## config.mk

```make
export PLATFORM = sky130hd
export DESIGN_NAME = dbn_csr
export DESIGN_NICKNAME = d
export VERILOG_FILES = /design/src/rtl/dbn_pkg.sv /design/src/rtl/dbn_csr.sv
export SDC_FILE = /design/constraint.sdc
export NUM_CORES = 1
export LEC_CHECK = 0
export BUFFER_PORTS_ARGS = -buffer_cell sky130_fd_sc_hd__buf_2
export CORE_ASPECT_RATIO = 0.6
export CORE_UTILIZATION = 52
export CTS_BUF_LIST = sky130_fd_sc_hd__clkbuf_8
export CTS_CLUSTER_DIAMETER = 40
export CTS_CLUSTER_SIZE = 14
export DETAILED_ROUTE_END_ITERATION = 6
export PLACE_DENSITY = 0.9
export REMOVE_ABC_BUFFERS = 1
export SYNTH_ARGS = -nofsm -noshare
export SYNTH_HDL_FRONTEND = slang
export SYNTH_SLANG_ARGS = --single-unit
```

## constraint.sdc

```tcl
create_clock -name clock -period 2.8 [get_ports clock]
set_input_delay 0.84 -clock clock [delete_from_list [all_inputs] [get_ports clock]]
set_output_delay 0.84 -clock clock [all_outputs]
set_load 0.05 [all_outputs]
```

## src/rtl/dbn_pkg.sv

```systemverilog
// Shared types, constants and register map for the detection box decoder.
`timescale 1ns / 1ps
package dbn_pkg;

   localparam int MaxCandidates = 32;
   localparam int CoordBits     = 13;
   localparam int CoordW        = 13;
   localparam int ScoreW        = 16;
   localparam int FracBits      = 17;
   localparam int ResultCap     = 32;
   localparam int EmitW         = $clog2(ResultCap);
   localparam int CsrAddrW      = 5;
   localparam int CsrDataW      = 32;

   localparam logic [2:0] RegPadLeft   = 3'd0;
   localparam logic [2:0] RegPadTop    = 3'd1;
   localparam logic [2:0] RegInvScale  = 3'd2;
   localparam logic [2:0] RegFrameW    = 3'd3;
   localparam logic [2:0] RegFrameH    = 3'd4;
   localparam logic [2:0] RegCandThr   = 3'd5;
   localparam logic [2:0] RegOverlapThr = 3'd6;

   localparam logic [15:0] InvScaleReset = 16'd4096;
   localparam logic [12:0] FrameReset    = 13'd640;
   localparam logic [15:0] CandThrReset  = 16'd16384;
   localparam logic [15:0] OverlapReset  = 16'd29491;

   typedef struct packed {
      logic [9:0]  pad_left;
      logic [9:0]  pad_top;
      logic [15:0] inverse_scale;
      logic [12:0] frame_width;
      logic [12:0] frame_height;
      logic [15:0] candidate_threshold;
      logic [15:0] overlap_threshold;
   } cfg_type;

   typedef struct packed {
      logic [ScoreW-1:0] score;
      logic [CoordW-1:0] x;
      logic [CoordW-1:0] y;
      logic [CoordW-1:0] w;
      logic [CoordW-1:0] h;
   } entry_type;

   typedef struct packed {
      logic load;
      logic dec_step;
      logic ins_start;
      logic ins_new;
      logic ins_read;
      logic ins_cmp;
      logic nms_start;
      logic nms_i_read;
      logic nms_a_load;
      logic nms_j_next;
      logic nms_j_read;
      logic nms_b;
      logic nms_u;
      logic nms_next_i;
      logic nms_set_kept;
      logic out_start;
      logic out_skip;
      logic out_read;
      logic out_load;
      logic out_empty;
      logic out_finish;
   } cmd_type;

   typedef struct packed {
      logic dec_done;
      logic keep;
      logic last;
      logic ins_top;
      logic ins_hit;
      logic nms_i_end;
      logic nms_j_end;
      logic nms_j_kept;
      logic nms_hit;
      logic out_end;
      logic out_kept;
      logic out_last;
   } status_type;

endpackage

```

## src/rtl/dbn_csr.sv

```systemverilog
// APB-style configuration register file.
`timescale 1ns / 1ps
module dbn_csr (
   input  logic                           clock,
   input  logic                           reset,
   input  logic                           psel,
   input  logic                           penable,
   input  logic                           pwrite,
   input  logic [dbn_pkg::CsrAddrW-1:0]   paddr,
   input  logic [dbn_pkg::CsrDataW-1:0]   pwdata,
   output logic [dbn_pkg::CsrDataW-1:0]   prdata,
   output logic                           pready,
   output dbn_pkg::cfg_type               cfg
);
   dbn_pkg::cfg_type cfg_ff;
   logic             wr_en;
   logic [2:0]       reg_idx;

   assign pready  = 1'b1;
   assign wr_en   = psel && penable && pwrite;
   assign reg_idx = paddr[4:2];
   assign cfg     = cfg_ff;

   always_ff @(posedge clock) begin
      if (reset) begin
         cfg_ff.pad_left            <= '0;
         cfg_ff.pad_top             <= '0;
         cfg_ff.inverse_scale       <= dbn_pkg::InvScaleReset;
         cfg_ff.frame_width         <= dbn_pkg::FrameReset;
         cfg_ff.frame_height        <= dbn_pkg::FrameReset;
         cfg_ff.candidate_threshold <= dbn_pkg::CandThrReset;
         cfg_ff.overlap_threshold   <= dbn_pkg::OverlapReset;
      end else if (wr_en) begin
         unique case (reg_idx)
            dbn_pkg::RegPadLeft:    cfg_ff.pad_left            <= pwdata[9:0];
            dbn_pkg::RegPadTop:     cfg_ff.pad_top             <= pwdata[9:0];
            dbn_pkg::RegInvScale:   cfg_ff.inverse_scale       <= pwdata[15:0];
            dbn_pkg::RegFrameW:     cfg_ff.frame_width         <= pwdata[12:0];
            dbn_pkg::RegFrameH:     cfg_ff.frame_height        <= pwdata[12:0];
            dbn_pkg::RegCandThr:    cfg_ff.candidate_threshold <= pwdata[15:0];
            dbn_pkg::RegOverlapThr: cfg_ff.overlap_threshold   <= pwdata[15:0];
            default: ;
         endcase
      end
   end

   always_comb begin
      unique case (reg_idx)
         dbn_pkg::RegPadLeft:    prdata = 32'(cfg_ff.pad_left);
         dbn_pkg::RegPadTop:     prdata = 32'(cfg_ff.pad_top);
         dbn_pkg::RegInvScale:   prdata = 32'(cfg_ff.inverse_scale);
         dbn_pkg::RegFrameW:     prdata = 32'(cfg_ff.frame_width);
         dbn_pkg::RegFrameH:     prdata = 32'(cfg_ff.frame_height);
         dbn_pkg::RegCandThr:    prdata = 32'(cfg_ff.candidate_threshold);
         dbn_pkg::RegOverlapThr: prdata = 32'(cfg_ff.overlap_threshold);
         default:                prdata = '0;
      endcase
   end
endmodule

```

After elaboration in Yosys (flattened, before gate mapping):

Cells that the tools add are included.

* input port bits: 42
* bits in registers: 94
* output and inout bits: 127

* multiplexer cells: 1
* reduce and logical (&&, ||, !) cells: 10
* eq/ne operators: 6

Operators with widths (count)
* $pmux 16 s7: 1
* $reduce_and 2->1: 7
* $eq 3x3->1 const B: 3
* $eq 3x2->1 const B: 2
* $eq 3x1->1 const B: 1
* $logic_not 3->1: 1
* $logic_and 1x1->1: 2

Longest topological paths before layout:

* depth after elaboration: 3
* mapped depth: 6

Worst setup path after synthesis:

No wires, ideal clock.

* path kind: input -> output
* start: input port paddr[3] (netlist name)
* end: output port prdata[0] (netlist name)
* buffers on the path: 3
* data arrival time: 2.771 ns
* cell stages on the path: 6
* required time: 1.960 ns
* slack: -0.811 ns
* path through: buf_6 > nand2b_4 > buf_6 > buf_6 > o221a_2 > a221oi_1

* longest elaborated chain between the ends: 2
* elaborated cells on any way between the ends: 8
* those cells by class: 6 x eq/ne; 1 x mux; 1 x reduce/logical

Ends and longest elaborated chain
* from (decl): RTL line dbn_csr.sv:9 `input logic [dbn_pkg::CsrAddrW-1:0] paddr,`
* $eq 3x3->1, or another cell as far along: RTL line dbn_csr.sv:48 `unique case (reg_idx)`
* $pmux 16 s7 (*): RTL line dbn_csr.sv:48
* to (decl): RTL line dbn_csr.sv:11 `output logic [dbn_pkg::CsrDataW-1:0] prdata,`

Every way passes the cells marked *; elsewhere a longest branch is shown, timed or not.

Worst setup path after layout:

* start: input port paddr[2] (netlist name)
* end: output port prdata[1] (netlist name)

Same word-level chain as after synthesis.

==> results.tsv <==
stage	metric	value	unit
synthesis	top post-synthesis cells by area	dfxtp_1 (40%), mux2i_1 (21%), nand2b_1 (9.3%)	
timing	fmax	353.9	MHz
timing	slew at the pin closest to its max-slew limit	595.3	ps
route	vias per inst	5.728	
synthesis	share of the synthesized area in the top cell type	0.4012	
synthesis	average size of a mapped cell	9.692	sq um
die	Core Area	8621	sq um
synthesis	post-synthesis sequential area ratio	0.4012	
timing	Final Cycle Share	1.009	
critical_path	Reg-to-Reg Start	cfg[25]	
route	post-route ant nets	0	
route	Via Count	4279	
route	total length of routed wires	14130	microns
synthesis	count of cell types in the netlist	35	
synthesis	number of synthesized register bits	94	
clock_network	Clk Latency, worst-skew pair	380	ps
status	outcome	complete, but fails checks	
final_layout	Layout area overhead	29.50	%
timing	Max Clock Skew	0	ps
clock_network	total clock sinks	94	
die	die area	9417	sq um
grt	total track usage	0.3004	
synthesis	Mapped Area	4691	sq um
clock_network	CTS buffer count	9	
timing	Min Hold Slack	495.6	ps
final_layout	Filler cells	659	
final_layout	most common cell after layout, fill and taps aside	buf_2	
critical_path	WP data arrival	1990	ps
grt	initial antenna violation count	0	
critical_path	Crit. End Element	output port	
critical_path	r2r setup slk	1990	ps
clock_network	CTS tree	built	
power_and_ir_drop	Final Total Pwr	2.876	mW
clock_network	cts hold-fix bufs	0	
timing	Slew headroom	0.6031	
timing	Total Negative Setup Slacks	-41.30	ps
final_layout	nets	672	
synthesis	Post-synth EDFFs	0	
route	Post-route DRC	0	
flow_run	Max Cap Viol	0	
power_and_ir_drop	Leakage Power	2.947	nW
final_layout	max FFs per register	94	
grt	global route total overflow	0	
critical_path	kind of critical path	primary input to output port	
place	DP HPWL	9474	microns
grt	global-route wire length before repair	21220	microns
die	row cnt	26	
worst_hold_path	WHS Path Cells	2	
final_layout	layout cells sized above 1	0.3528	
critical_path	CP Launch Point	paddr[2]	
critical_path	Critical Path RT	1960	ps
timing	final setup fails	2	
place	DP Area	5474	sq um
final_layout	fin area	6075	sq um
power_and_ir_drop	Max VDD drop	0.2784	mV
critical_path	CP Launch Type	primary input	
timing	final hold violation count	0	
timing	min cycle time layout	2826	ps
critical_path	Worst Reg-to-Reg Cells	2	
place	placed cell count	721	
timing	PnR worst setup slack	-26.04	ps
synthesis	Yosys warnings	0	
die	initial core utilization	0.5441	
route	violation count after the first detailed-routing iteration	329	
final_layout	most frequent cells in the layout	buf_2 (114), mux2i_1 (98), dfxtp_1 (94)	
synthesis	async set or reset register ratio after synthesis	0	
final_layout	Non-Filler Instances	747	
final_layout	antenna fix cells	0	
synthesis	Synth area leader	dfxtp_1	
timing	RSZ-0062 raised after global routing	yes	
die	I/O pin cnt	169	
grt	largest net degree at the start of global routing	34	
clock_network	CTS H-tree lvls	3	
route	mean routed wirelength per cell	18.91	microns
worst_hold_path	worst hold path startpoint	cfg[88]	
critical_path	CP endpoint	prdata[1]	
die	die width	124.6	microns
grt	vias in the first global route	4001	
critical_path	Reg-to-Reg End	cfg[25]	
worst_hold_path	Hold WC Path Type	flip-flop to flip-flop	
route	Pre-Repair DR Iteration Count	5	
die	Die H	75.57	microns
place	Final GP Congestion	0.8629	
timing	max-slew violations	0	
place	# port buffers	133	
status	failing checks	setup timing	
power_and_ir_drop	Pwr Density	473.5	nW/um^2
clock_network	CTS Root Cell	clkbuf_8	
clock_network	Longest Clk Path Bufs	2	
critical_path	crit-path max FO	9	
clock_network	Worst-path clk slew	80	ps
synthesis	Post-Syn Instances	484	
synthesis	dominant synthesized flop cell	dfxtp_1	
## synthesized netlist by cell type (2+ instances only)
| cell | n |
|---|---|
| mux2i_1 | 98 |
| dfxtp_1 | 94 |
| nand2b_1 | 70 |
| nor2_1 | 31 |
| buf_4 | 21 |
| nand3_1 | 18 |
| a21oi_1 | 17 |
| clkbuf_1 | 17 |
| o21ai_0 | 17 |
| buf_2 | 11 |
| a22o_1 | 9 |
| inv_1 | 9 |
| o221a_2 | 9 |
| o31ai_1 | 9 |
| or3_1 | 9 |
| a221oi_1 | 8 |
| buf_6 | 7 |
| nor2b_1 | 5 |
| a221o_1 | 3 |
| mux2_2 | 3 |
| nand2_1 | 3 |
| conb_1 | 2 |
| nand2_4 | 2 |
## cells by family (layout without fill, tap and decap cells)
family          Yosys count  in the layout  share of synthesized area
simple gates            146            148                     0.1800
mux                     101            101                     0.2163
flops                    94             94                     0.4012
compound gates           75             75                     0.1171
buf+inv                  66            200                    0.08375
other cells               2             17                   0.001601
## per-stage QoR
| stage | setup slack, ps | utilization |
|---|---|---|
| finish | -26.04 | 0.7046 |
| global route | -46.78 | 0.7046 |
| global placement | -467.3 | 0.6350 |
| CTS | -93.40 | 0.6932 |
| floorplan | -569.7 | - |
| detailed placement | -486.2 | 0.6350 |
## worst min path at each step
stage,end,slack [ps]
after floorplan,cfg[59],700
after global placement,cfg[63],470
after detailed placement,cfg[64],480
after CTS,cfg[91],500
after global routing,cfg[31],520
final,cfg[88],500
## critical path, cell delays in order
cell and delay, ps:
buf_8 90, buf_12 110, buf_6 140, mux2_2 340, a22oi_1 180, nand2_1 110
buf_6 160
## power breakdown
group / internal (mW) / switching (mW)
Clock: 0.572 / 0.478
Sequential: 1.35 / 0.00829
Combinational: 0.170 / 0.302
## metal layers
metal	vias up	track usage	routed length (microns)	share of wire
met5	-	0	0	0
met4	0	0.1392	267	0.019
met3	29	0.08287	1404	0.099
li1	1967	-	-	-
met2	228	0.4745	6271	0.44
met1	2055	0.3913	6185	0.44
## cell type report
type	instances	area, sq um	area share
Clock buffer	12	165.2	0.02719
Timing Repair Buffer	175	1207	0.1988
Inverter	9	33.78	0.005561
Clock inverter	4	68.82	0.01133
Sequential cell	94	1882	0.3098
Multi-Input combinational cell	341	2577	0.4243
Tap cell	112	140.1	0.02307
## timing repair
action | CTS | global route
endpoints found under the setup margin | 16 | 16
hold endpoints to repair | 0 | 0
resized for setup | 50 | 18
setup buffers | 6 | 2
pin swaps | 6 | 6
gates cloned | 2 | 1
Note: power is estimated with default switching activity, not from simulation.
