===== config.mk =====
export PLATFORM = sky130hd
export DESIGN_NAME = dbn_ctrl
export DESIGN_NICKNAME = d
export VERILOG_FILES = /design/src/rtl/dbn_pkg.sv /design/src/rtl/dbn_ctrl.sv
export SDC_FILE = /design/constraint.sdc
export NUM_CORES = 1
export LEC_CHECK = 0
export CELL_PAD_IN_SITES_DETAIL_PLACEMENT = 1
export CELL_PAD_IN_SITES_GLOBAL_PLACEMENT = 2
export CORE_ASPECT_RATIO = 0.6
export CORE_MARGIN = 4
export CORE_UTILIZATION = 30
export DETAILED_ROUTE_END_ITERATION = 8
export DONT_BUFFER_PORTS = 1
export PLACE_DENSITY_LB_ADDON = 0.1
export RECOVER_POWER = 100
export SLEW_MARGIN = 20
export SYNTH_ARGS = -nofsm -noshare
export SYNTH_HDL_FRONTEND = slang
export SYNTH_SLANG_ARGS = --single-unit

===== constraint.sdc =====
create_clock -name clock -period 2.07 [get_ports clock]
set_clock_uncertainty 0.2 [all_clocks]
set_input_delay 0.414 -clock clock [delete_from_list [all_inputs] [get_ports clock]]
set_output_delay 0.414 -clock clock [all_outputs]
set_load 0.005 [all_outputs]

===== src/rtl/dbn_pkg.sv =====
// Shared types, constants and register map for the detection box decoder.
`timescale 1ns / 1ps
package dbn_pkg;

   localparam int MaxCandidates = 32;
   localparam int CoordBits     = 13;
   localparam int CoordW        = 13;
   localparam int ScoreW        = 16;
   localparam int FracBits      = 17;
   localparam int ResultCap     = 32;
   localparam int EmitW         = $clog2(ResultCap);
   localparam int CsrAddrW      = 5;
   localparam int CsrDataW      = 32;

   localparam logic [2:0] RegPadLeft   = 3'd0;
   localparam logic [2:0] RegPadTop    = 3'd1;
   localparam logic [2:0] RegInvScale  = 3'd2;
   localparam logic [2:0] RegFrameW    = 3'd3;
   localparam logic [2:0] RegFrameH    = 3'd4;
   localparam logic [2:0] RegCandThr   = 3'd5;
   localparam logic [2:0] RegOverlapThr = 3'd6;

   localparam logic [15:0] InvScaleReset = 16'd4096;
   localparam logic [12:0] FrameReset    = 13'd640;
   localparam logic [15:0] CandThrReset  = 16'd16384;
   localparam logic [15:0] OverlapReset  = 16'd29491;

   typedef struct packed {
      logic [9:0]  pad_left;
      logic [9:0]  pad_top;
      logic [15:0] inverse_scale;
      logic [12:0] frame_width;
      logic [12:0] frame_height;
      logic [15:0] candidate_threshold;
      logic [15:0] overlap_threshold;
   } cfg_type;

   typedef struct packed {
      logic [ScoreW-1:0] score;
      logic [CoordW-1:0] x;
      logic [CoordW-1:0] y;
      logic [CoordW-1:0] w;
      logic [CoordW-1:0] h;
   } entry_type;

   typedef struct packed {
      logic load;
      logic dec_step;
      logic ins_start;
      logic ins_new;
      logic ins_read;
      logic ins_cmp;
      logic nms_start;
      logic nms_i_read;
      logic nms_a_load;
      logic nms_j_next;
      logic nms_j_read;
      logic nms_b;
      logic nms_u;
      logic nms_next_i;
      logic nms_set_kept;
      logic out_start;
      logic out_skip;
      logic out_read;
      logic out_load;
      logic out_empty;
      logic out_finish;
   } cmd_type;

   typedef struct packed {
      logic dec_done;
      logic keep;
      logic last;
      logic ins_top;
      logic ins_hit;
      logic nms_i_end;
      logic nms_j_end;
      logic nms_j_kept;
      logic nms_hit;
      logic out_end;
      logic out_kept;
      logic out_last;
   } status_type;

endpackage


===== src/rtl/dbn_ctrl.sv =====
// Sequencer for decode, sorted insert, suppression and result output.
`timescale 1ns / 1ps
module dbn_ctrl (
   input  logic                   clock,
   input  logic                   reset,
   input  logic                   req_valid,
   output logic                   req_ready,
   output logic                   rsp_valid,
   input  logic                   rsp_ready,
   input  dbn_pkg::status_type    st,
   output dbn_pkg::cmd_type       cmd
);
   localparam logic [3:0] S_IDLE    = 4'd0;
   localparam logic [3:0] S_DEC     = 4'd1;
   localparam logic [3:0] S_KEEP    = 4'd2;
   localparam logic [3:0] S_INS     = 4'd3;
   localparam logic [3:0] S_INS_CMP = 4'd4;
   localparam logic [3:0] S_NMS_I   = 4'd5;
   localparam logic [3:0] S_NMS_A   = 4'd6;
   localparam logic [3:0] S_NMS_J   = 4'd7;
   localparam logic [3:0] S_NMS_B   = 4'd8;
   localparam logic [3:0] S_NMS_U   = 4'd9;
   localparam logic [3:0] S_NMS_C   = 4'd10;
   localparam logic [3:0] S_OUT_I   = 4'd11;
   localparam logic [3:0] S_OUT_LD  = 4'd12;
   localparam logic [3:0] S_OUT_WT  = 4'd13;

   logic [3:0] state_ff, state_in;
   logic [3:0] after_item;

   assign after_item = st.last ? S_NMS_I : S_IDLE;

   always_comb begin
      cmd       = '0;
      state_in  = state_ff;
      req_ready = 1'b0;
      rsp_valid = 1'b0;
      unique case (state_ff)
         S_IDLE: begin
            req_ready = 1'b1;
            if (req_valid) begin
               cmd.load = 1'b1;
               state_in = S_DEC;
            end
         end
         S_DEC: begin
            cmd.dec_step = 1'b1;
            if (st.dec_done) state_in = S_KEEP;
         end
         S_KEEP: begin
            if (st.keep) begin
               cmd.ins_start = 1'b1;
               state_in      = S_INS;
            end else begin
               cmd.nms_start = st.last;
               state_in      = after_item;
            end
         end
         S_INS: begin
            if (st.ins_top) begin
               cmd.ins_new   = 1'b1;
               cmd.nms_start = st.last;
               state_in      = after_item;
            end else begin
               cmd.ins_read = 1'b1;
               state_in     = S_INS_CMP;
            end
         end
         S_INS_CMP: begin
            cmd.ins_cmp = 1'b1;
            if (st.ins_hit) begin
               cmd.nms_start = st.last;
               state_in      = after_item;
            end else begin
               state_in = S_INS;
            end
         end
         S_NMS_I: begin
            if (st.nms_i_end) begin
               cmd.out_start = 1'b1;
               state_in      = S_OUT_I;
            end else begin
               cmd.nms_i_read = 1'b1;
               state_in       = S_NMS_A;
            end
         end
         S_NMS_A: begin
            cmd.nms_a_load = 1'b1;
            state_in       = S_NMS_J;
         end
         S_NMS_J: begin
            priority if (st.nms_j_end) begin
               cmd.nms_set_kept = 1'b1;
               cmd.nms_next_i   = 1'b1;
               state_in         = S_NMS_I;
            end else if (!st.nms_j_kept) begin
               cmd.nms_j_next = 1'b1;
            end else begin
               cmd.nms_j_read = 1'b1;
               state_in       = S_NMS_B;
            end
         end
         S_NMS_B: begin
            cmd.nms_b = 1'b1;
            state_in  = S_NMS_U;
         end
         S_NMS_U: begin
            cmd.nms_u = 1'b1;
            state_in  = S_NMS_C;
         end
         S_NMS_C: begin
            if (st.nms_hit) begin
               cmd.nms_next_i = 1'b1;
               state_in       = S_NMS_I;
            end else begin
               cmd.nms_j_next = 1'b1;
               state_in       = S_NMS_J;
            end
         end
         S_OUT_I: begin
            priority if (st.out_end) begin
               cmd.out_empty = 1'b1;
               state_in      = S_OUT_WT;
            end else if (!st.out_kept) begin
               cmd.out_skip = 1'b1;
            end else begin
               cmd.out_read = 1'b1;
               state_in     = S_OUT_LD;
            end
         end
         S_OUT_LD: begin
            cmd.out_load = 1'b1;
            state_in     = S_OUT_WT;
         end
         S_OUT_WT: begin
            rsp_valid = 1'b1;
            if (rsp_ready) begin
               if (st.out_last) begin
                  cmd.out_finish = 1'b1;
                  state_in       = S_IDLE;
               end else begin
                  state_in = S_OUT_I;
               end
            end
         end
         default: state_in = S_IDLE;
      endcase
   end

   always_ff @(posedge clock) begin
      if (reset) begin
         state_ff <= S_IDLE;
      end else begin
         state_ff <= state_in;
      end
   end
endmodule


* After elaboration in Yosys (flattened, before gate mapping)
Cells that the tools add are included.
Cells by class: add/sub/neg operators 0, multiply operators 0, div/mod/pow operators 0, order comparisons 0, equal/unequal tests 18, shifts and indexed selects 0, multiplexer cells 57, bitwise gates (word level) 0, reductions and logical operators 2
Operators by type and width (number):
- $pmux W4 S14 | 1
- $mux W4 | 9
- $mux W1 | 34
- $eq A4 B4 Y1 const B | 6
- $eq A4 B3 Y1 const B | 4
- $mux W2 | 6
- $mux W3 | 4
- $eq A4 B2 Y1 const B | 2
- $ne A2 B2 Y1 const B | 3
- $ne A3 B3 Y1 const B | 2
- $reduce_and A5 Y1 | 1
- $eq A4 B1 Y1 const B | 1
- $logic_not A4 Y1 | 1
- $pmux W1 S2 | 2
- $pmux W1 S3 | 1
Word-level totals: bits in registers 4, bits in latches 0, bits in writable memories 0, bits in read-only memories 0, bits of input ports 16, output and inout bits 23, logic and storage cells 78, memories 0

* Depth between registers and ports, before layout
Gate-level depths: netlist (run 1).
depth in word-level cells 3, mapped depth 7, depth with buffers taken out 5

* Least setup slack after synthesis (run 1)
Ideal clock, no wire load.
kind flip-flop to output port, start point register state_ff[0], end point output port cmd[20] in the netlist's numbering, arrival time 1.235 ns, required time 1.456 ns, setup slack 0.221 ns, stages on the path, launching flop included 5, path buffers 2, cell sequence dfxtp_1 -> buf_2 -> buf_1 -> nor4_1 -> and2_1
RTL lines:
- start, declared | RTL line dbn_ctrl.sv:28 | logic [3:0] state_ff, state_in;
- start signal, assigned | RTL line dbn_ctrl.sv:154 | state_ff <= state_in;
- end, declared | RTL line dbn_ctrl.sv:11 | output dbn_pkg::cmd_type cmd

==> results of run 1 <==
==> synth_stat cells (all sizes together) (2+ instances only) <==
| master | count | area (µm²) |
|---|---|---|
| nor4 | 5 | 37.5 |
| nor3b | 5 | 42.5 |
| o21ai | 4 | 20.0 |
| nand2 | 4 | 15.0 |
| nand2b | 5 | 31.3 |
| a31oi | 2 | 12.5 |
| buf | 9 | 48.8 |
| nand3b | 4 | 30.0 |
| nor2b | 3 | 18.8 |
| a21oi | 2 | 10.0 |
| nor2 | 7 | 26.3 |
| nor3 | 7 | 35.0 |
| inv | 10 | 37.5 |
| dfxtp | 4 | 80.1 |
| nand4b | 3 | 26.3 |
| o32ai | 2 | 25.0 |
| a211oi | 3 | 27.5 |
==> metrics by stage <==
stage | TNS, ns | worst slack, ns
6_report | 0 | 0.0445
5_1_grt | -0.0712 | -0.0240
2_1_floorplan | 0 | 0.221
3_3_place_gp | 0 | 0.0512
4_1_cts | 0 | 0.0225
3_5_place_dp | -0.00510 | -0.00510
==> layer usage <==
metal	track usage, %	up-vias	share of wire [%]
met1	22.7	396	50
li1	-	412	-
met5	0	-	0
met4	1.15	0	0
met2	23.4	27	42
met3	5.07	0	7.2
==> cell type report <==
class | count | area (µm²) | area share [%]
Timing Repair Buffer | 21 | 174 | 18.4
Sequential cell | 4 | 92.6 | 9.79
Tap cell | 30 | 37.5 | 3.97
Multi-Input combinational cell | 77 | 563 | 59.5
Inverter | 10 | 37.5 | 3.97
Clock buffer | 3 | 41.3 | 4.37
==> critical path: stages (launching register included) <==
cell and delay (ns):
dfxtp_4 0.37, buf_4 0.17, o32a_1 0.35, nor3b_2 0.17
buf_4 0.13
==> how the worst min path moves through the flow <==
stage	end	slack, ns
finish	state_ff[2]$_SDFFE_PP0P_	0.06
global route	state_ff[2]$_SDFFE_PP0P_	0.07
CTS	state_ff[2]$_SDFFE_PP0P_	0.06
detailed placement	state_ff[2]$_SDFFE_PP0P_	0.29
global placement	state_ff[2]$_SDFFE_PP0P_	0.30
floorplan	state_ff[2]$_SDFFE_PP0P_	0.29
==> logic make-up (layout without fill, tap and decap cells) <==
kind of cell	after synthesis	after routing	synth area share [%]
simple gates	49	49	43.9
compound gates	26	26	29.8
buf+inv	19	34	12.3
flops	4	4	11.4
xor+xnor	1	1	1.25
mux	1	1	1.43
==> placed cells by master (no fill, tap or decap), types with 2 or more instances in the layout <==
cell | Yosys | routed
clkbuf_8 | 0 | 3
a211oi_1 | 2 | 2
nand3b_1 | 4 | 4
inv_1 | 10 | 9
dfxtp_4 | 0 | 3
nand2_1 | 4 | 3
nor2b_1 | 3 | 3
nand2b_1 | 5 | 3
a31oi_1 | 2 | 2
nor2_1 | 7 | 7
nor4_1 | 4 | 4
buf_4 | 0 | 19
o21ai_0 | 3 | 3
nand4b_1 | 3 | 3
nor3b_1 | 4 | 3
a21oi_1 | 2 | 2
nor3_1 | 7 | 6
nor3b_2 | 1 | 2
==> report_power, final <==
| group | switching, mW | total, mW | internal [mW] |
|---|---|---|---|
| clock | 0.0422 | 0.166 | 0.124 |
| sequential | 0.0833 | 0.211 | 0.128 |
| combinational | 0.438 | 0.888 | 0.450 |
| total | 0.564 | 1.27 | 0.702 |
==> timing repair <==
action                     in CTS  in global routing
setup endpoints to repair       6                  5
cloned                          0                  0
resized for setup               9                  8
hold buffers                    0                  0
pin swaps                       0                  3
buffers inserted                0                  4
==> impl_metrics.toml, run 1 <==
[logic_synthesis]
syn-cell-area_um2 = 702
synth.distinct_cells = 45
total_of_warnings_raised_by_yosys = 0
postSynth.asyncResetShare_pct = 0
synth_cells = 100
seq_area_frac_synth_pct = 11.4
syn_area_per_cell_um2 = 7.02
synthesis.nets = 116
synth_ff_type = "dfxtp_1"
synth_enable_flop_cells = 0
synth.ff_latch_count = 4

[job]
cap_viol_max_count = 0

[setup_path]
critical_path_arrival_ns = 1.41
critical_setup_path_kind = "reg -> out"
setup.worst_path.start = "state_ff[2]$_SDFFE_PP0P_"
timing.rr.start = "state_ff[1]$_SDFFE_PP0P_"
critPathCapture = "cmd[14]"
worst-path-max-fanout = 12
worst_r2r_path_depth = 6
endpoint_kind = "output pin"
critPathLaunchType = "register"
crit-reg2reg-capture = "state_ff[0]$_SDFFE_PP0P_"
crit_required_ns = 1.46
r2r_setup_slack_ns = 0.05

[final_layout]
layout.filler_cells = 285
largest_register_ff_count = 4
fin_cells = 145
largestRegisters = "state_ff x4"
postLayoutCellArea_um2 = 946
post_route_cells_drive_above_1_share_pct = 33.9
utilization_pct = 43.1
largest_register = "state_ff"
area_growth_syn_to_layout_pct = 34.8
count_of_inserted_antenna_diode_cells = 0
num-nets-final = 133

[route]
route.final.wire_length_um = 2660
residual_drc_count = 0
number_of_drc_markers_in_iteration_0 = 49
drt.antenna.violating_nets = 0
dr.pass1.iters = 4
detailroute.via_count = 835
via_per_inst = 5.76
routedWlPerCell_um = 18.3

[power]
leakage_nw = 0.370
power.density_nw_per_um2 = 1340
power.ir.vdd_worst_mv = 0.396
finalPower_mw = 1.27

[clock_network]
total_number_of_clock_tree_sinks = 4
cts.htree.levels = 1
number_of_buffers_inserted_during_clock_tree_synthesis = 3
max_clock_buf_depth = 2
cts_tree = "yes"
clk-insertion-delay-late_ns = 0.22
worst_setup_hold_path_clk_slew_ns = 0.03
root_buffer = "clkbuf_8"

[global_routing]
global_route.usage.total_pct = 15.7
gr-total-overflow = 0
first_global_vias = 784
antenna_found_initial = 0
grt_first_pass_wirelength_um = 4000
maximum_number_of_pins_on_one_net_before_global_route_repair = 21

[die]
die_area_um2 = 3200
row_count = 13
die_x_um = 70.4
floorplan.io_pins = 39
core_area_um2 = 2200
initial_core_utilization_pct = 32.0
die_y_um = 45.5

[sta]
hold_violations = 0
max_freq_mhz = 494
final.period_utilization_pct = 97.9
setup_repair_after_global_routing_missed_its_margin = "yes"
min_period_ns = 2.03
actual_transition_at_the_worst_max_transition_pin_ns = 0.489
hold_ws_ns = 0.0602
timing.final.setup_violations = 0
number_of_max_slew_violations_in_the_final_report = 0
timing.slew.headroom_pct = 67.4

[placement]
place_area_um2 = 831
dp_cells = 138
port-buffer-count = 0
dp_hpwl_um = 2090
gp_routability_congestion = 0.825

[hold_path]
holdCritStartpoint = "reset"
worst_hold_path.num_cells = 1
class_of_the_most_critical_hold_timing_path = "in -> reg"

[outcome]
outcome = "finished, final reports clean"
Note: power is estimated with default switching activity, not from simulation.
==> run 2: changes to the inputs <==
CELL_PAD_IN_SITES_DETAIL_PLACEMENT = 0   (was 1)
CELL_PAD_IN_SITES_GLOBAL_PLACEMENT = 1   (was 2)
CORE_UTILIZATION = 31   (was 30)
==> run 2 against run 1 <==
Total power is 12% lower; maximum frequency up 1.9%; routed wire length down 12%; final cell count fell by 1.4%; hold slack got worse by 0.0015 ns; sequential power shrank 9.5%; core utilization fell by 1.1 points; first-iteration DRC count down 49%; clock power down 3%; sequential cell count did not move; largest power group unchanged.
==> impl_metrics.toml, run 2 (same netlist as run 1, synthesis figures left out) <==
[global_routing]
antenna_found_initial = 0
gr-total-overflow = 0
first_global_vias = 792
maximum_number_of_pins_on_one_net_before_global_route_repair = 13
grt_first_pass_wirelength_um = 3840
global_route.usage.total_pct = 15.6

[sta]
number_of_max_slew_violations_in_the_final_report = 0
final.setup.worst_slack_ns = 0.0819
timing.slew.headroom_pct = 68.7
setup_repair_after_global_routing_missed_its_margin = "no"
final.period_utilization_pct = 96.0
hold_violations = 0
max_freq_mhz = 503
sum_of_negative_setup_slack_ns = 0
actual_transition_at_the_worst_max_transition_pin_ns = 0.469
min_period_ns = 1.99
timing.final.setup_violations = 0

[final_layout]
final_common_cell = "buf_4"
largestRegisters = "state_ff x4"
count_of_inserted_antenna_diode_cells = 0
post_route_cells_drive_above_1_share_pct = 31.0
layout.cells.most_common_list = "17 x buf_4, 8 x inv_1, 7 x nor2_1, 6 x nor3_1, 5 x nand2b_1"
num-nets-final = 131
utilization_pct = 42.0
largest_register_ff_count = 4
largest_register = "state_ff"
area_growth_syn_to_layout_pct = 29.4

[hold_path]
holdCritStartpoint = "reset"
class_of_the_most_critical_hold_timing_path = "in -> reg"
worst_hold_path.num_cells = 1
worst_hold_path.endpoint = "state_ff[2]$_SDFFE_PP0P_"

[clock_network]
number_of_buffers_inserted_during_clock_tree_synthesis = 3
ctsHoldBuffers = 0
clk-insertion-delay-late_ns = 0.22
worst_setup_hold_path_clk_slew_ns = 0.03
total_number_of_clock_tree_sinks = 4
cts.htree.levels = 1
max_clock_buf_depth = 2
root_buffer = "clkbuf_8"
cts_tree = "yes"

[route]
detailroute.via_count = 829
residual_drc_count = 0
route.final.wire_length_um = 2330
via_per_inst = 5.80
routedWlPerCell_um = 16.3
number_of_drc_markers_in_iteration_0 = 25
dr.pass1.iters = 4
drt.antenna.violating_nets = 0

[placement]
dp_hpwl_um = 1860
dpl_worst_slack_ns = 0.0404
port-buffer-count = 0
gp_routability_congestion = 0.767

[setup_path]
crit-reg2reg-capture = "state_ff[0]$_SDFFE_PP0P_"
crit_required_ns = 1.46
worst-path-max-fanout = 6
setup.worst_path.start = "state_ff[0]$_SDFFE_PP0P_"
timing.critical_path.slowest_stage_cell = "dfxtp_1"
critical_path_arrival_ns = 1.37
critical-path-top-cell-by-count = "buf_4"
critical-path-max-stage-delay_ns = 0.36
worst_r2r_path_depth = 6
cp_cell_sequence = "buf_4 -> or2b_1 -> nor3_2 -> buf_4"
critPathLaunchType = "register"
timing.rr.start = "state_ff[1]$_SDFFE_PP0P_"
r2r_setup_slack_ns = 0.16
endpoint_kind = "output pin"
critical_setup_path_kind = "reg -> out"

[power]
leakage_nw = 0.342
power.density_nw_per_um2 = 1230
power.ir.vdd_worst_mv = 0.331
finalPower_mw = 1.12

[die]
die_area_um2 = 3110
floorplan.io_pins = 39
die_x_um = 69.4
core_area_um2 = 2160
initial_core_utilization_pct = 32.4
row_count = 13
die_y_um = 44.9

[job]
cap_viol_max_count = 0

[outcome]
outcome = "finished, final reports clean"
-- run 2: worst max-delay path: cells and delay by family (launching register included) --
kind | cells | cell delay [ns]
simple gates | 2 | 0.49
buf+inv | 2 | 0.31
flops | 1 | 0.36
-- run 2: layout make-up --
type	count	area, µm²
multi-input cells	77	562
flip-flops and latches	4	91.3
repair buffers	19	139
inverters	10	37.5
well taps	30	37.5
fillers	232	1250
clock buffers	3	41.3
-- run 2: stage by stage --
step | cells | cell area, µm² | hold WS (ns)
3_3_place_gp | 139 | 826 | 0.296
5_1_grt | 143 | 908 | 0.0565
3_5_place_dp | 139 | 826 | 0.291
2_1_floorplan | 100 | 702 | 0.286
6_report | 143 | 908 | 0.0587
4_1_cts | 142 | 885 | 0.0576
-- run 2: routing by layer --
layer	vias up	part of all wire [%]	track usage (%)
met5	-	0	0
met4	0	2.8	8.56
met3	7	7.4	4.67
met2	38	41	23.3
met1	380	49	20.3
li1	404	-	-
-- run 2: how the worst max path moves through the flow --
stage               slack [ns]  depth (start not counted)                        to
floorplan                 0.22                          4                   cmd[20]
global placement         -0.02                          6  state_ff[0]$_SDFFE_PP0P_
detailed placement        0.04                          6  state_ff[0]$_SDFFE_PP0P_
CTS                      0.008                          4                   cmd[14]
global route             0.003                          4                   cmd[14]
finish                    0.08                          4                    cmd[5]
-- run 2: repair_timing --
| action | 4_1_cts | 5_1_grt |
|---|---|---|
| gates cloned | 0 | 0 |
| setup endpoints to repair | 5 | 7 |
| resized for setup | 5 | 9 |
| setup buffers | 0 | 1 |
-- run 2: power breakdown --
| part | switching, mW | internal (mW) | total (mW) |
|---|---|---|---|
| registers | 0.0682 | 0.123 | 0.191 |
| logic | 0.402 | 0.365 | 0.766 |
| clock network | 0.0377 | 0.124 | 0.161 |
| total | 0.507 | 0.611 | 1.12 |
